===== src/rtl/core/mtd_pkg.sv =====
`timescale 1ns / 1ps

package mtd_pkg;

    // generator constants
    localparam int MT_M            = 397;
    localparam logic [31:0] MT_MULT   = 32'd1812433253;
    localparam logic [31:0] MT_MATRIX = 32'h9908B0DF;
    localparam logic [31:0] TEMPER_B  = 32'h9D2C5680;
    localparam logic [31:0] TEMPER_C  = 32'hEFC60000;

    // trailer format
    localparam logic [31:0] TRAILER_MARKER = {8'h1C, 8'hAC, 8'h00, 8'h01};
    localparam logic [31:0] TRAILER_BYTES  = 32'd8;

    // keystream and scramble span
    localparam int KEY_WORDS      = 8;
    localparam int SCRAMBLE_BYTES = 2048;

    localparam int KIDX_W  = (KEY_WORDS > 1) ? $clog2(KEY_WORDS) : 1;
    localparam int LO_W    = $clog2(KEY_WORDS + 1);
    localparam int STEP_W  = $clog2(MT_M + KEY_WORDS);
    localparam int SPAN_W  = $clog2(SCRAMBLE_BYTES + 1);
    localparam int LIMIT_W = $clog2(SCRAMBLE_BYTES / 4 + 1);

    // keystream write port from the generator to the core
    typedef struct packed {
        logic              we;
        logic [KIDX_W-1:0] idx;
        logic [31:0]       data;
    } t_key_wr;

    function automatic logic [31:0] mt_temper(input logic [31:0] y_in);
        logic [31:0] y;
        y = y_in;
        y = y ^ (y >> 11);
        y = y ^ ((y << 7) & TEMPER_B);
        y = y ^ ((y << 15) & TEMPER_C);
        y = y ^ (y >> 18);
        return y;
    endfunction

endpackage


===== src/rtl/core/mtd_keygen.sv =====
`timescale 1ns / 1ps

module mtd_keygen (
    input  logic                 i_clk,
    input  logic                 i_rst_n,
    input  logic                 i_start,
    input  logic [31:0]          i_seed,
    output mtd_pkg::t_key_wr     o_key_wr,
    output logic                 o_done
);

    typedef enum logic [2:0] {
        KG_IDLE = 3'b001,
        KG_MUL  = 3'b010,
        KG_ADD  = 3'b100
    } t_kg_state;

    localparam logic [mtd_pkg::STEP_W-1:0] FirstTwist =
        mtd_pkg::STEP_W'(mtd_pkg::MT_M);
    localparam logic [mtd_pkg::STEP_W-1:0] LastStep =
        mtd_pkg::STEP_W'(mtd_pkg::MT_M + mtd_pkg::KEY_WORDS - 1);
    localparam logic [mtd_pkg::STEP_W-1:0] LastLow =
        mtd_pkg::STEP_W'(mtd_pkg::KEY_WORDS);

    t_kg_state                   r_state, n_state;
    logic [mtd_pkg::STEP_W-1:0]  r_i;
    logic [31:0]                 r_p;
    logic [31:0]                 r_prod;
    logic [31:0]                 r_lo [mtd_pkg::KEY_WORDS+1];

    logic [31:0] w_v;
    logic [31:0] w_y;
    logic [31:0] w_x;

    // one seeding step: multiply, then add the index
    assign w_v = r_prod + 32'(r_i);
    assign w_y = {r_lo[0][31], r_lo[1][30:0]};
    assign w_x = w_v ^ (w_y >> 1) ^ (w_y[0] ? mtd_pkg::MT_MATRIX : 32'd0);

    always_comb begin
        o_key_wr.we   = (r_state == KG_ADD) && (r_i >= FirstTwist);
        o_key_wr.idx  = mtd_pkg::KIDX_W'(r_i - FirstTwist);
        o_key_wr.data = mtd_pkg::mt_temper(w_x);
        o_done        = (r_state == KG_ADD) && (r_i == LastStep);
    end

    always_comb begin
        n_state = r_state;
        unique case (r_state)
            KG_IDLE: if (i_start) n_state = KG_MUL;
            KG_MUL:  n_state = KG_ADD;
            KG_ADD:  n_state = (r_i == LastStep) ? KG_IDLE : KG_MUL;
            default: n_state = KG_IDLE;
        endcase
    end

    always_ff @(posedge i_clk) begin
        if (!i_rst_n) begin
            r_state <= KG_IDLE;
            r_i     <= '0;
        end else begin
            r_state <= n_state;
            if (r_state == KG_IDLE && i_start) begin
                r_i <= mtd_pkg::STEP_W'(1);
            end else if (r_state == KG_ADD) begin
                r_i <= r_i + mtd_pkg::STEP_W'(1);
            end
        end
    end

    always_ff @(posedge i_clk) begin
        if (r_state == KG_IDLE && i_start) begin
            r_p      <= i_seed;
            r_lo[0]  <= i_seed;
        end
        if (r_state == KG_MUL) begin
            r_prod <= 32'(mtd_pkg::MT_MULT * (r_p ^ (r_p >> 30)));
        end
        if (r_state == KG_ADD) begin
            r_p <= w_v;
            if (r_i <= LastLow) begin
                r_lo[r_i[mtd_pkg::LO_W-1:0]] <= w_v;
            end
            // low words slide down as each keystream word is formed
            if (r_i >= FirstTwist) begin
                for (int j = 0; j < mtd_pkg::KEY_WORDS; j++) begin
                    r_lo[j] <= r_lo[j+1];
                end
            end
        end
    end

endmodule


===== src/rtl/core/mt19937_trailer_descrambler_core.sv =====
`timescale 1ns / 1ps

// trailer-keyed descrambler. send a trailer word first (opcode 0) with the seed, marker
// and file length; it answers with one status word, scrambled_file set when the marker
// reads 1C AC 00 01 and the length is at least 8. on a match the block seeds an mt19937
// generator and keeps its first KEY_WORDS tempered outputs as the keystream; each seeding
// step uses the single 32x32 multiplier, a multiply state then an add state, and no word
// is accepted while seeding runs. an unmatched trailer skips seeding.
// payload words (opcode 1) are then accepted back to back unless the output stalls.
// the first ceil(min(SCRAMBLE_BYTES, length - 8) / 4) words are xored with the keystream
// in rotation, later words pass unchanged. a new trailer restarts the word count.
module mt19937_trailer_descrambler_core (
    input  logic        i_clk,
    input  logic        i_rst_n,

    // input channel
    input  logic        i_in_valid,
    output logic        o_in_stall,
    input  logic        i_opcode,
    input  logic [31:0] i_seed_word,
    input  logic [31:0] i_marker_word,
    input  logic [31:0] i_file_length,
    input  logic [31:0] i_payload_word,

    // output channel
    output logic        o_out_valid,
    input  logic        i_out_stall,
    output logic        o_result_kind,
    output logic [31:0] o_word_out,
    output logic        o_scrambled_file
);

    typedef enum logic [2:0] {
        S_IDLE   = 3'b001,
        S_SEED   = 3'b010,
        S_STATUS = 3'b100
    } t_core_state;

    localparam logic OP_TRAILER = 1'b0;
    localparam logic OP_PAYLOAD = 1'b1;

    localparam logic [mtd_pkg::KIDX_W-1:0] LastKey =
        mtd_pkg::KIDX_W'(mtd_pkg::KEY_WORDS - 1);
    localparam logic [31:0] ScrambleMax = 32'(mtd_pkg::SCRAMBLE_BYTES);

    t_core_state                  r_state;
    logic                         r_en;
    logic [mtd_pkg::LIMIT_W-1:0]  r_idx;
    logic [mtd_pkg::LIMIT_W-1:0]  r_lim;
    logic [mtd_pkg::KIDX_W-1:0]   r_kidx;
    logic [31:0]                  r_key [mtd_pkg::KEY_WORDS];

    // output register
    logic        r_out_valid;
    logic        r_kind;
    logic [31:0] r_word;
    logic        r_flag;

    mtd_pkg::t_key_wr w_key_wr;
    logic             w_kg_done;
    logic             w_out_free;
    logic             w_out_load;
    logic             w_accept;
    logic             w_match;
    logic [31:0]      w_body;
    logic [mtd_pkg::SPAN_W-1:0]  w_span;
    logic [mtd_pkg::SPAN_W:0]    w_span_up;
    logic [mtd_pkg::LIMIT_W-1:0] w_limit;
    logic             w_xor;

    assign w_out_free = !r_out_valid || !i_out_stall;
    assign o_in_stall = !((r_state == S_IDLE) && w_out_free);
    assign w_accept   = i_in_valid && !o_in_stall;

    // trailer decode and word limit
    assign w_match   = (i_file_length >= mtd_pkg::TRAILER_BYTES) &&
                       (i_marker_word == mtd_pkg::TRAILER_MARKER);
    assign w_body    = i_file_length - mtd_pkg::TRAILER_BYTES;
    assign w_span    = (w_body < ScrambleMax) ? mtd_pkg::SPAN_W'(w_body)
                                              : mtd_pkg::SPAN_W'(ScrambleMax);
    assign w_span_up = {1'b0, w_span} + (mtd_pkg::SPAN_W+1)'(3);
    assign w_limit   = mtd_pkg::LIMIT_W'(w_span_up >> 2);

    // payload word inside the scrambled span
    assign w_xor = r_en && (r_idx < r_lim);

    // a result word enters the output register: payload, unmatched trailer, or matched status
    assign w_out_load = (w_accept && !((i_opcode == OP_TRAILER) && w_match)) ||
                        ((r_state == S_STATUS) && w_out_free);

    mtd_keygen u_keygen (
        .i_clk    (i_clk),
        .i_rst_n  (i_rst_n),
        .i_start  (w_accept && (i_opcode == OP_TRAILER) && w_match),
        .i_seed   (i_seed_word),
        .o_key_wr (w_key_wr),
        .o_done   (w_kg_done)
    );

    // control
    always_ff @(posedge i_clk) begin
        if (!i_rst_n) begin
            r_state     <= S_IDLE;
            r_en        <= 1'b0;
            r_idx       <= '0;
            r_lim       <= '0;
            r_kidx      <= '0;
            r_out_valid <= 1'b0;
        end else begin
            if (w_out_load) begin
                r_out_valid <= 1'b1;
            end else if (r_out_valid && !i_out_stall) begin
                r_out_valid <= 1'b0;
            end
            unique case (r_state)
                S_IDLE: begin
                    if (w_accept) begin
                        if (i_opcode == OP_TRAILER) begin
                            r_idx  <= '0;
                            r_kidx <= '0;
                            r_en   <= w_match;
                            r_lim  <= w_match ? w_limit : '0;
                            if (w_match) begin
                                r_state <= S_SEED;
                            end
                        end else begin
                            if (w_xor) begin
                                r_idx  <= r_idx + mtd_pkg::LIMIT_W'(1);
                                r_kidx <= (r_kidx == LastKey) ? '0
                                          : r_kidx + mtd_pkg::KIDX_W'(1);
                            end
                        end
                    end
                end
                S_SEED: begin
                    if (w_kg_done) r_state <= S_STATUS;
                end
                S_STATUS: begin
                    // matched trailer status waits for a free output register
                    if (w_out_free) begin
                        r_state <= S_IDLE;
                    end
                end
                default: r_state <= S_IDLE;
            endcase
        end
    end

    // output payload
    always_ff @(posedge i_clk) begin
        if (r_state == S_IDLE && w_accept) begin
            if (i_opcode == OP_TRAILER) begin
                r_kind <= OP_TRAILER;
                r_word <= '0;
                r_flag <= 1'b0;
            end else begin
                r_kind <= OP_PAYLOAD;
                r_word <= w_xor ? (i_payload_word ^ r_key[r_kidx]) : i_payload_word;
                r_flag <= r_en;
            end
        end else if (r_state == S_STATUS && w_out_free) begin
            r_kind <= OP_TRAILER;
            r_word <= '0;
            r_flag <= 1'b1;
        end
    end

    // keystream store
    always_ff @(posedge i_clk) begin
        if (w_key_wr.we) begin
            r_key[w_key_wr.idx] <= w_key_wr.data;
        end
    end

    assign o_out_valid      = r_out_valid;
    assign o_result_kind    = r_kind;
    assign o_word_out       = r_word;
    assign o_scrambled_file = r_flag;

    // the running index never passes the word limit
    a_idx_in_limit: assert property (@(posedge i_clk) disable iff (!i_rst_n)
        r_idx <= r_lim)
        else $error("word index beyond limit");

    // keystream is written only while seeding
    a_key_wr_seed: assert property (@(posedge i_clk) disable iff (!i_rst_n)
        w_key_wr.we |-> (r_state == S_SEED))
        else $error("keystream write outside seeding");

    // seeding ends in the status state
    a_done_status: assert property (@(posedge i_clk) disable iff (!i_rst_n)
        w_kg_done |=> (r_state == S_STATUS))
        else $error("seeding done without status");

    // a matched trailer enables descrambling and starts seeding
    a_match_seed: assert property (@(posedge i_clk) disable iff (!i_rst_n)
        (w_accept && (i_opcode == OP_TRAILER) && w_match) |=>
            ((r_state == S_SEED) && r_en && (r_idx == '0)))
        else $error("matched trailer did not start seeding");

endmodule

===== config.mk =====
export PLATFORM = sky130hd
export DESIGN_NAME = mt19937_trailer_descrambler_core
export DESIGN_NICKNAME = d
export VERILOG_FILES = /design/src/rtl/core/mtd_pkg.sv /design/src/rtl/core/mtd_keygen.sv /design/src/rtl/core/mt19937_trailer_descrambler_core.sv
export SDC_FILE = /design/constraint.sdc
export NUM_CORES = 2
export LEC_CHECK = 0
export ABC_AREA = 0
export BUFFER_PORTS_ARGS = -buffer_cell sky130_fd_sc_hd__buf_4
export CAP_MARGIN = 20
export CORE_ASPECT_RATIO = 0.7
export CORE_UTILIZATION = 25
export CTS_BUF_LIST = sky130_fd_sc_hd__clkbuf_8
export DETAILED_ROUTE_END_ITERATION = 8
export SLEW_MARGIN = 20
export SYNTH_ARGS = -nofsm -noshare
export SYNTH_HDL_FRONTEND = slang
export SYNTH_SLANG_ARGS = --single-unit

===== constraint.sdc =====
create_clock -name i_clk -period 11 [get_ports i_clk]
set_input_delay 2.2 -clock i_clk [delete_from_list [all_inputs] [get_ports i_clk]]
set_output_delay 2.2 -clock i_clk [all_outputs]
set_load 0.05 [all_outputs]

==> run_summary.xml <==
<?xml version="1.0" encoding="UTF-8"?>
<metrics>
  <group name="global_routing">
    <metric name="gr-usage-met2" unit="%">18.9</metric>
    <metric name="gr_ovfl_total" unit="">0</metric>
    <metric name="grt.total_usage" unit="%">12.2</metric>
    <metric name="global_routing_met3_resource_utilization" unit="%">2.10</metric>
    <metric name="grt_first_pass_wirelength" unit="µm">138000</metric>
    <metric name="groute.layer.met1.usage" unit="%">17.7</metric>
    <metric name="grt_start_max_net_pins" unit="">68</metric>
    <metric name="grt-busiest-layer" unit="">met2</metric>
    <metric name="grt_antenna_before_repair" unit="">2</metric>
    <metric name="number_of_global_route_vias_before_repair" unit="">23100</metric>
  </group>
  <group name="synthesis">
    <metric name="synth.lib_cells_used.distinct" unit="">73</metric>
    <metric name="synthesis.nets" unit="">3391</metric>
    <metric name="synth_xor_xnor_area_share" unit="%">6.21</metric>
    <metric name="yosys.area_share.simple" unit="%">7.51</metric>
    <metric name="synth_area" unit="µm²">36200</metric>
    <metric name="multiplexer_area_fraction_after_synthesis" unit="%">4.95</metric>
    <metric name="synth_top_family_by_area" unit="">adder cells</metric>
    <metric name="synth.avg_cell_area" unit="µm²">12.6</metric>
    <metric name="synth_fa_ha_area_share" unit="%">16.3</metric>
    <metric name="postSynthCellCount" unit="">2874</metric>
    <metric name="fraction_of_the_mapped_netlist_area_in_compound_gates" unit="%">7.17</metric>
    <metric name="synth-edff-count" unit="">611</metric>
    <metric name="synthFlopType" unit="">sky130_fd_sc_hd__edfxtp_1</metric>
    <metric name="sequential_fraction_of_the_synthesis_area" unit="%">53.1</metric>
    <metric name="ys_warn_count" unit="">0</metric>
    <metric name="ys_async_sr_fraction" unit="%">0</metric>
    <metric name="ys_ff_latch" unit="">654</metric>
  </group>
  <group name="cts">
    <metric name="ctsHtreeMaxLevel" unit="">3</metric>
    <metric name="cts_post_setup_buffers_inserted" unit="">0</metric>
    <metric name="ctsRootBufferMaster" unit="">sky130_fd_sc_hd__clkbuf_8</metric>
    <metric name="hold_buffer_count_at_cts" unit="">0</metric>
    <metric name="clock_tree.buffer_depth" unit="">3</metric>
    <metric name="clkTransAtPathRegs" unit="ps">70</metric>
    <metric name="cts.sink_count" unit="">654</metric>
    <metric name="post_cts_resize_count" unit="">0</metric>
    <metric name="worst_skew_late_latency" unit="ps">770</metric>
    <metric name="cts_buffers" unit="">112</metric>
    <metric name="cts_tree" unit="">done</metric>
  </group>
  <group name="critical_path">
    <metric name="critPathSlowestCell" unit="">sky130_fd_sc_hd__fa_1</metric>
    <metric name="critPathCaptureType" unit="">flop</metric>
    <metric name="arrival" unit="ps">7820</metric>
    <metric name="worstSetupPathType" unit="">flop to flop</metric>
    <metric name="critPathMaxFanout" unit="">9</metric>
    <metric name="cp_common_cell" unit="">sky130_fd_sc_hd__fa_1</metric>
    <metric name="setup_crit_start_kind" unit="">flop</metric>
    <metric name="slowest_delay" unit="ps">550</metric>
    <metric name="critPathRequiredTime" unit="ps">11520</metric>
  </group>
  <group name="layout">
    <metric name="flow.area_growth_from_synthesis" unit="%">16.5</metric>
    <metric name="layout.filler_cells" unit="">14400</metric>
    <metric name="layout.cell_area.non_filler" unit="µm²">42200</metric>
    <metric name="fin_cells" unit="">5086</metric>
    <metric name="layout.nets" unit="">3624</metric>
    <metric name="most-common-layout-cells" unit="">611 x sky130_fd_sc_hd__edfxtp_1, 387 x sky130_fd_sc_hd__inv_1, 237 x sky130_fd_sc_hd__ha_1, 232 x sky130_fd_sc_hd__a21oi_1, 221 x sky130_fd_sc_hd__buf_4</metric>
    <metric name="layout_commonest_cell" unit="">sky130_fd_sc_hd__edfxtp_1</metric>
    <metric name="final_layout_size_suffix_gt1_share" unit="%">15.6</metric>
  </group>
  <group name="power_and_ir_drop">
    <metric name="switchingPower" unit="mW">1.10</metric>
    <metric name="clockPowerShare" unit="%">44.3</metric>
    <metric name="total_leakage_power" unit="nW">16.1</metric>
    <metric name="irDropWorstVdd" unit="µV">82.4</metric>
    <metric name="report.power.total" unit="mW">5.06</metric>
    <metric name="power.switching_fraction" unit="%">21.8</metric>
    <metric name="power-per-cell-area" unit="nW/µm²">120</metric>
    <metric name="p_comb_share" unit="%">2.4</metric>
    <metric name="power_frac_seq" unit="%">53.3</metric>
    <metric name="p_int" unit="mW">3.95</metric>
  </group>
  <group name="floorplanning">
    <metric name="num_io_pins" unit="">169</metric>
    <metric name="standard_cell_core_area" unit="µm²">143000</metric>
    <metric name="initial_utilization" unit="%">25.3</metric>
    <metric name="floorplan.die_area" unit="µm²">146000</metric>
    <metric name="die_width" unit="µm">457</metric>
    <metric name="rows" unit="">116</metric>
    <metric name="die_h" unit="µm">320</metric>
  </group>
  <group name="route">
    <metric name="route.final.wire_length" unit="µm">89000</metric>
    <metric name="postRouteAntennaNets" unit="">0</metric>
    <metric name="drcViolationCount" unit="">0</metric>
    <metric name="drtPass1Iterations" unit="">5</metric>
    <metric name="detail_route.iter0.violations" unit="">1628</metric>
    <metric name="post_drt_wl_per_cell" unit="µm">17.5</metric>
    <metric name="via_count" unit="">22400</metric>
    <metric name="ratio_of_routed_vias_to_standard_cells" unit="">4.40</metric>
  </group>
  <group name="sta">
    <metric name="post-route-period-util" unit="%">66.3</metric>
    <metric name="maxSlewHeadroom" unit="%">27.7</metric>
    <metric name="finalClockSkew" unit="ps">79.9</metric>
    <metric name="fmax" unit="GHz">0.137</metric>
    <metric name="timing_worst_slew_pin_value" unit="ps">1080</metric>
    <metric name="final.min_clock_period" unit="ps">7290</metric>
    <metric name="report.final.hold_viol_count" unit="">0</metric>
    <metric name="tns" unit="ps">0</metric>
    <metric name="finalMaxSlewViolations" unit="">0</metric>
    <metric name="grt_setup_unrepaired" unit="">no</metric>
    <metric name="setup-violations-final" unit="">0</metric>
    <metric name="least_setup_slack_across_all_paths_after_layout" unit="ps">3710</metric>
  </group>
  <group name="placed_design">
    <metric name="placed_cells" unit="">4881</metric>
    <metric name="port_buffers" unit="">168</metric>
    <metric name="detailedPlacementHpwl" unit="µm">64100</metric>
    <metric name="post-place-ws" unit="ps">3760</metric>
    <metric name="finalWeightedCongestion" unit="">0.885</metric>
    <metric name="dpl-instance-area" unit="µm²">39900</metric>
  </group>
  <group name="run">
    <metric name="maxCapViolations" unit="">0</metric>
  </group>
  <group name="min_path">
    <metric name="hp-class" unit="">flop to flop</metric>
  </group>
  <group name="run_status">
    <metric name="outcome" unit="">complete, no violations</metric>
  </group>
</metrics>
cell families (layout without fill, tap and decap cells):
kind of cell	after synthesis	count (layout)
other cells	0	1
buf+inv	457	780
xor+xnor	217	217
simple gates	599	599
compound gates	464	464
mux	99	99
fa+ha+maj	384	384
flops	654	654
power by group through the flow:
stage	registers (mW)	logic, mW	clock network (mW)
after floorplan	2.77	0.0301	0
after global placement	2.75	0.122	0
after detailed placement	2.75	0.124	0
after CTS	2.69	0.124	2.31
after global routing	2.69	0.132	2.41
final	2.69	0.122	2.24
layer usage:
metal | wire length (µm) | share of wire (%)
met1 | 43500 | 49
met3 | 4550 | 5.1
met2 | 39500 | 44
met4 | 1430 | 1.6
met5 | 0 | 0
worst paths after layout:
check                        start                   to  slack (ps)  depth (start not counted)
setup / recovery  u_keygen.r_p[30]  u_keygen.r_prod[30]        3710                         27
hold / removal          r_state[0]           r_state[2]         450                          1
setup reg to reg  u_keygen.r_p[30]  u_keygen.r_prod[30]        3710                         27
hold reg to reg         r_state[0]           r_state[2]         450                          1
through the flow:
stage                     hold WS [ps]  utilization, %
after global placement             437            27.9
after CTS                          457            29.4
after global routing               471            29.4
final                              454            29.4
after floorplan                    417               -
after detailed placement           446            27.9
state kept, by name (all words and copies together) (netlist names), 9 cells and up, named ones only:
register	flops
u_keygen.r_i	9
r_key	256
r_idx	10
o_word_out	32
u_keygen.r_lo	257
u_keygen.r_p	32
u_keygen.r_prod	32
r_lim	10
cell type report:
class / count / area (µm²) / area share, %
clock buffer: 118 / 1620 / 3.85
multi-input combinational: 1763 / 15300 / 36.4
timing repair buffer: 222 / 1670 / 3.96
tap: 1888 / 2360 / 5.60
sequential: 654 / 19200 / 45.6
inverter: 354 / 1330 / 3.15
antenna: 1 / 2.50 / 0.00593
clock inverter: 86 / 633 / 1.50
critical path, delay by kind of cell, from the launching register on:
family / cells / cell delay (ps)
xor gates and xnor gates: 3 / 470
DFF: 1 / 440
buffers and inverters: 5 / 440
adders and majority gates: 9 / 3690
AOI/OAI and AO/OA: 8 / 1650
and+or+nand+nor: 2 / 360
synth_stat cells (3+ instances only):
master / number / area, µm²
sky130_fd_sc_hd__nor4_1: 15 / 93.8
sky130_fd_sc_hd__and3_1: 3 / 18.8
sky130_fd_sc_hd__dfxtp_1: 43 / 861
sky130_fd_sc_hd__xnor2_2: 10 / 163
sky130_fd_sc_hd__or4_1: 4 / 30.0
sky130_fd_sc_hd__clkbuf_1: 81 / 304
sky130_fd_sc_hd__nor2_1: 215 / 807
sky130_fd_sc_hd__or2_2: 4 / 25.0
sky130_fd_sc_hd__nand2_1: 206 / 773
sky130_fd_sc_hd__nor2b_1: 9 / 56.3
sky130_fd_sc_hd__xor2_1: 56 / 490
sky130_fd_sc_hd__a21boi_0: 5 / 37.5
sky130_fd_sc_hd__ha_1: 237 / 2970
sky130_fd_sc_hd__edfxtp_1: 611 / 18300
sky130_fd_sc_hd__nand3b_1: 5 / 37.5
sky130_fd_sc_hd__a2111oi_0: 6 / 52.6
sky130_fd_sc_hd__o31a_1: 3 / 26.3
sky130_fd_sc_hd__o21ai_0: 143 / 716
sky130_fd_sc_hd__o21ai_1: 6 / 30.0
sky130_fd_sc_hd__a22oi_1: 4 / 30.0
sky130_fd_sc_hd__o21a_1: 6 / 45.0
sky130_fd_sc_hd__a31oi_1: 5 / 31.3
sky130_fd_sc_hd__nand4_1: 19 / 119
sky130_fd_sc_hd__fa_1: 147 / 2940
sky130_fd_sc_hd__xnor2_4: 7 / 193
sky130_fd_sc_hd__xnor2_1: 129 / 1130
sky130_fd_sc_hd__mux2i_1: 35 / 350
sky130_fd_sc_hd__nand3_1: 21 / 105
sky130_fd_sc_hd__nor3b_1: 4 / 30.0
sky130_fd_sc_hd__mux4_2: 64 / 1440
sky130_fd_sc_hd__a21oi_1: 233 / 1170
sky130_fd_sc_hd__nor3_1: 20 / 100
sky130_fd_sc_hd__or3_1: 34 / 213
sky130_fd_sc_hd__buf_1: 18 / 67.6
sky130_fd_sc_hd__and2_1: 15 / 93.8
sky130_fd_sc_hd__xor2_2: 12 / 195
sky130_fd_sc_hd__a211oi_1: 8 / 60.1
sky130_fd_sc_hd__a21o_1: 20 / 150
sky130_fd_sc_hd__o21bai_1: 5 / 37.5
sky130_fd_sc_hd__inv_1: 354 / 1330
sky130_fd_sc_hd__nand2b_1: 11 / 68.8
Note: power is estimated with default switching activity, not from simulation.
